===== config.mk =====
export PLATFORM = sky130hd
export DESIGN_NAME = bfa_word_unit
export DESIGN_NICKNAME = d
export VERILOG_FILES = /design/src/rtl/bfa_pkg.sv /design/src/rtl/bfa_word_unit.sv
export SDC_FILE = /design/constraint.sdc
export NUM_CORES = 1
export LEC_CHECK = 0
export BUFFER_PORTS_ARGS = -buffer_cell sky130_fd_sc_hd__buf_2
export CAP_MARGIN = 20
export CORE_ASPECT_RATIO = 0.8
export CORE_MARGIN = 2
export CORE_UTILIZATION = 25
export DETAILED_ROUTE_END_ITERATION = 6
export PLACE_DENSITY = 0.52
export SYNTH_ARGS = -nofsm -noshare
export SYNTH_HDL_FRONTEND = slang
export SYNTH_SLANG_ARGS = --single-unit
export TNS_END_PERCENT = 100

===== constraint.sdc =====
create_clock -name vclk -period 19.4
set_input_delay 3.88 -clock vclk [all_inputs]
set_output_delay 3.88 -clock vclk [all_outputs]
set_load 0.05 [all_outputs]

===== src/rtl/bfa_pkg.sv =====
`default_nettype none

package bfa_pkg;

  // Default sizing of the frame map
  localparam int unsigned MAX_FRAMES_DEF  = 8192;
  localparam int unsigned FRAME_BYTES_DEF = 4096;

  // Bitmap word handled per step by the shared word unit
  localparam int unsigned WORD_BITS = 32;
  localparam int unsigned WORD_SH   = 5;
  localparam int unsigned CNT_W     = 6;

  // Configuration registers
  localparam int unsigned REG_W = 14;
  localparam logic [REG_W-1:0] TOTAL_RST = 14'd8192;
  localparam logic [REG_W-1:0] RESV_RST  = 14'd256;

  localparam logic CFG_TOTAL = 1'b0;
  localparam logic CFG_RESV  = 1'b1;

  // Operation codes
  localparam logic [1:0] FUNC_ALLOC    = 2'd0;
  localparam logic [1:0] FUNC_FREE     = 2'd1;
  localparam logic [1:0] FUNC_RELEASE  = 2'd2;
  localparam logic [1:0] FUNC_MARK_ALL = 2'd3;

  localparam logic [7:0] REGION_USABLE = 8'd1;

  typedef struct packed {
    logic [1:0]  func;
    logic [31:0] address;
    logic [31:0] range_length;
    logic [7:0]  region_type;
    logic        above_4g;
  } in_item_t;

  typedef struct packed {
    logic [31:0]      alloc_address;
    logic             alloc_ok;
    logic [REG_W-1:0] used_count;
    logic [REG_W-1:0] free_count_out;
  } out_item_t;

  // Sequencer to word unit
  typedef struct packed {
    logic               alloc;
    logic [WORD_SH-1:0] lo_bit;
    logic [WORD_SH-1:0] hi_bit;
  } unit_req_t;

  // Word unit to sequencer
  typedef struct packed {
    logic               found;
    logic [WORD_SH-1:0] bit_idx;
    logic [CNT_W-1:0]   freed;
  } unit_rsp_t;

endpackage

`default_nettype wire


===== src/rtl/bfa_word_unit.sv =====
`default_nettype none

// One bitmap word per call: first-free search and set, or clear under a mask
module bfa_word_unit (
  input  wire logic [bfa_pkg::WORD_BITS-1:0] word_i,
  input  wire bfa_pkg::unit_req_t            req_i,
  output logic      [bfa_pkg::WORD_BITS-1:0] word_o,
  output bfa_pkg::unit_rsp_t                 rsp_o
);

  localparam int unsigned WB  = bfa_pkg::WORD_BITS;
  localparam int unsigned WSH = bfa_pkg::WORD_SH;
  localparam int unsigned CW  = bfa_pkg::CNT_W;

  logic [WB-1:0]  ones;
  logic [WB-1:0]  mask;
  logic [WB-1:0]  cand;
  logic [WB-1:0]  hit;
  logic [WSH-1:0] idx;
  logic [CW-1:0]  cnt;

  assign ones = '1;

  always_comb begin
    mask = (ones << req_i.lo_bit) & (ones >> (WSH'(WB - 1) - req_i.hi_bit));
    cand = ~word_i & mask;
    idx  = '0;
    for (int i = WB - 1; i >= 0; i--) begin
      if (cand[i]) begin
        idx = WSH'(i);
      end
    end
    hit = '0;
    hit[idx] = 1'b1;
    cnt = '0;
    for (int i = 0; i < WB; i++) begin
      cnt = cnt + CW'(word_i[i] & mask[i]);
    end

    if (req_i.alloc) begin
      word_o = (|cand) ? (word_i | hit) : word_i;
    end else begin
      word_o = word_i & ~mask;
    end

    rsp_o.found   = |cand;
    rsp_o.bit_idx = idx;
    rsp_o.freed   = cnt;
  end

endmodule

`default_nettype wire


After elaboration in Yosys (flattened, before gate mapping)
Index checks and enable logic that the tools add are counted.
- input port bits: 43
- logic and storage cells: 112
- output and inout port bits: 44
- register bits: 0
- reductions and logical operators: 2
- bitwise operators: 38
- shift-type cells: 2
- mux-type cells: 36
- order comparisons: 2
- add/subtract/negate cells: 32
- operators by type and width (cell ; number):
    2-to-1 mux 5 bit ; 32
    adder 6 x 1 -> 6 bit ; 26
    AND 32 bit ; 3
    2-to-1 mux 32 bit ; 2
    NOT 32 bit ; 2
    AND 1 bit ; 32
    OR 32 bit ; 1
    OR reduction 32 bit ; 1
    << shifter 32 x 5 -> 32 bit (first input constant) ; 1
    right shift 32 x 5 -> 32 bit (first input constant) ; 1
    adder 5 x 1 -> 6 bit ; 1
    < comparator 5 x 6 -> 1 bit (second input constant) ; 1
    adder 4 x 1 -> 5 bit ; 1
    demux 1 bit (select 5 bit) ; 1
    >= comparator 5 x 1 -> 1 bit (second input constant) ; 1
    subtractor 5 bit (first input constant) ; 1
    adder 3 x 1 -> 4 bit ; 1
    adder 2 x 1 -> 3 bit ; 1
    adder 1 x 1 -> 2 bit ; 1
    logical AND 1 bit ; 1
    2-to-1 mux 1 bit ; 1

Depth between registers and ports, before layout
- depth in word-level cells: 43
- mapped depth: 22
- depth with buffers taken out: 20

Least setup slack after synthesis
OpenSTA, ideal clock, no wires.
- kind: input to output
- from: input port req_i[4] (netlist bit)
- to: output port rsp_o[4] (netlist bit)
- stages on the path: 20
- arrival time: 9593 ps
- path slack: 5927 ps
- path buffers: 3
- required time: 15520 ps
- path through: buf_2 > buf_2 > buf_2 > o311ai_1 > nor2_1 > fa_1 > inv_1 > fa_1 > fa_1 > fa_1 > fa_1 > fa_1 > inv_1 > ha_1 > inv_1 > fa_1 > inv_1 > a21o_1 > a21oi_1 > xnor2_1
- RTL lines (element ; line ; RTL):
    start, declared ; bfa_word_unit.sv:6 ; input wire bfa_pkg::unit_req_t req_i,
    end, declared ; bfa_word_unit.sv:8 ; output bfa_pkg::unit_rsp_t rsp_o

==> reports/metrics.yaml <==
drc: 0
grt_max_degree: 31
cts_setup_buffers: 0
slew_headroom_pct: 44.1
cp-end-kind: "output pin"
whs_ns: 8.20
setup_viol: 0
post_cts_resized: 0
ir_drop_mv: 0.0269
power.density_nw_per_um2: 57.8
nClkBuffers: 0
slowest_delay_ns: 0.65
initial_core_util_pct: 25.8
cp_max_fo: 30
die_y_um: 99.3
yosys_warnings: 0
place.gp.congestion: 0.949
grt_pass1_wl_mm: 19.7
seq_area_um2: 0
drtIter0Drc: 341
coreArea_um2: 11000
ant_nets: 0
crit_type: "input port to output pin"
slew_viol_final: 0
critPathSlowestCell: "a2111oi_0"
finalHoldViolations: 0
rsz0062_at_grt: "false"
ios: 87
diodes: 0
post-place-cells: 626
cp_top_family: "adder cells"
fin_area_um2: 3320
synth_most_common_cell: "inv_1"
critPathBufInv: 6
required_ns: 15.52
stdcell_count: 626
totalPowerFinal_mw: 0.192
maxCapViolCount: 0
outcome: "completed"
leakagePower_nw: 1.55
via_per_inst: 5.77
seq_area_frac_synth_pct: 0
post-place-ws_ns: 5.81
rows: 34
critPathArrivalTime_ns: 9.69
vias: 3610
avgRoutedWirePerCell_um: 20.5
netlist_area_um2: 2840
worst_pin_slew_ns: 0.817
die_w_um: 123
yosysUniqueCellTypes: 69
area_delta_synth_final_pct: 17.1
drive_gt1_share_pct: 21.2
track_usage_pct: 20.8
syn_nets: 495
crit_path_frequent_cell: "fa_1"
die_area_um2: 12200
postLayoutCoreUtil_pct: 30.3
dr.pass1.iters: 5
synth_common_cells: "51 x inv_1, 33 x nand2_1, 30 x nor2_1, 30 x o21ai_0, 24 x fa_1"
fmax_mhz: 73.7
io_buffers: 87
hold_path.class: "input port to output pin"
tns_ns: 0
period_share_pct: 69.9
synth_area_leaders: "fa_1 17%, inv_1 6.8%, o21ai_0 5.3%"
syn_inst: 421
wl_mm: 12.9
layout.nets: 558
grt_overflow_total: 0
holdBufCountCts: 0
syn_avg_cell_area_um2: 6.73
cp-start-kind: "input port"
fin_crit_ns: 13.57
synth_largest_area_cell: "fa_1"
yosys.area.top_type_share_pct: 16.9
setup_ws_ns: 5.83
hpwl_mm: 10.5
antenna_found_initial: 0
seq_cell_count: 0
fillers: 1270
multi_input_area_um2: 2510
dpl_cell_area_um2: 3320
path_cells: "buf_2, o21bai_1, a2111oi_0, fa_1, inv_1, fa_1, fa_1, fa_1, fa_1, fa_1, inv_1, ha_1, inv_1, fa_1, inv_1, a21o_1, a21oi_1, xnor2_1, buf_2"
grt_pass1_vias: 3425
path summary, 6_finish.rpt:
kind  startpoint  cells past startpoint        end  slack (ns)
min    word_i[3]                      4  word_o[3]        8.20
max     req_i[4]                     19   rsp_o[4]        5.83
per-layer routing:
layer / wire length (µm) / GRT usage (%) / part of all wire, %
met1: 6060 / 32.0 / 47
met2: 5340 / 31.3 / 42
met3: 1130 / 2.01 / 8.8
met4: 330 / 4.28 / 2.6
met5: 0 / 0 / 0
power breakdown:
group / switching (mW) / internal [mW] / leakage (nW)
registers: 0 / 0 / 0
logic: 0.140 / 0.0522 / 1.55
clock network: 0 / 0 / 0
layout make-up:
cell class	count	share of cell area [%]
multi-input cells	344	75.7
well taps	144	5.43
inverters	51	5.76
repair buffers	87	13.1
cell families (layout without fill, tap and decap cells):
group	Yosys count	after routing	synth area share, %
xor+xnor	3	3	0.927
mux	2	2	0.794
simple gates	154	154	27.9
compound gates	154	154	39.0
fa+ha+maj	31	31	20.0
buf+inv	77	138	11.3
layout by cell type (no fill, tap or decap), types with 4 or more instances in the layout:
| cell type | synthesis | final |
|---|---|---|
| a211oi_1 | 8 | 8 |
| a21o_1 | 9 | 9 |
| a21oi_1 | 20 | 20 |
| a31oi_1 | 4 | 4 |
| and2_1 | 9 | 9 |
| and3_1 | 9 | 9 |
| buf_2 | 17 | 87 |
| fa_1 | 24 | 24 |
| ha_1 | 7 | 7 |
| inv_1 | 51 | 51 |
| nand2_1 | 33 | 33 |
| nand2b_1 | 4 | 4 |
| nand3_1 | 18 | 18 |
| nand4_1 | 9 | 9 |
| nor2_1 | 30 | 30 |
| nor3_1 | 13 | 13 |
| nor3b_1 | 4 | 4 |
| o2111ai_1 | 5 | 5 |
| o211ai_1 | 8 | 8 |
| o21a_1 | 5 | 5 |
| o21ai_0 | 30 | 30 |
| o21ai_1 | 12 | 12 |
| o22ai_1 | 5 | 5 |
| o31a_1 | 4 | 4 |
| o31ai_1 | 6 | 6 |
| or2_2 | 5 | 5 |
| or3_1 | 7 | 7 |
worst min-delay path, stage by stage:
cell      delay (ns)
buf_2           0.11
inv_1           0.06
a211oi_1        0.06
buf_2           0.21
Note: power is estimated with default switching activity, not from simulation.
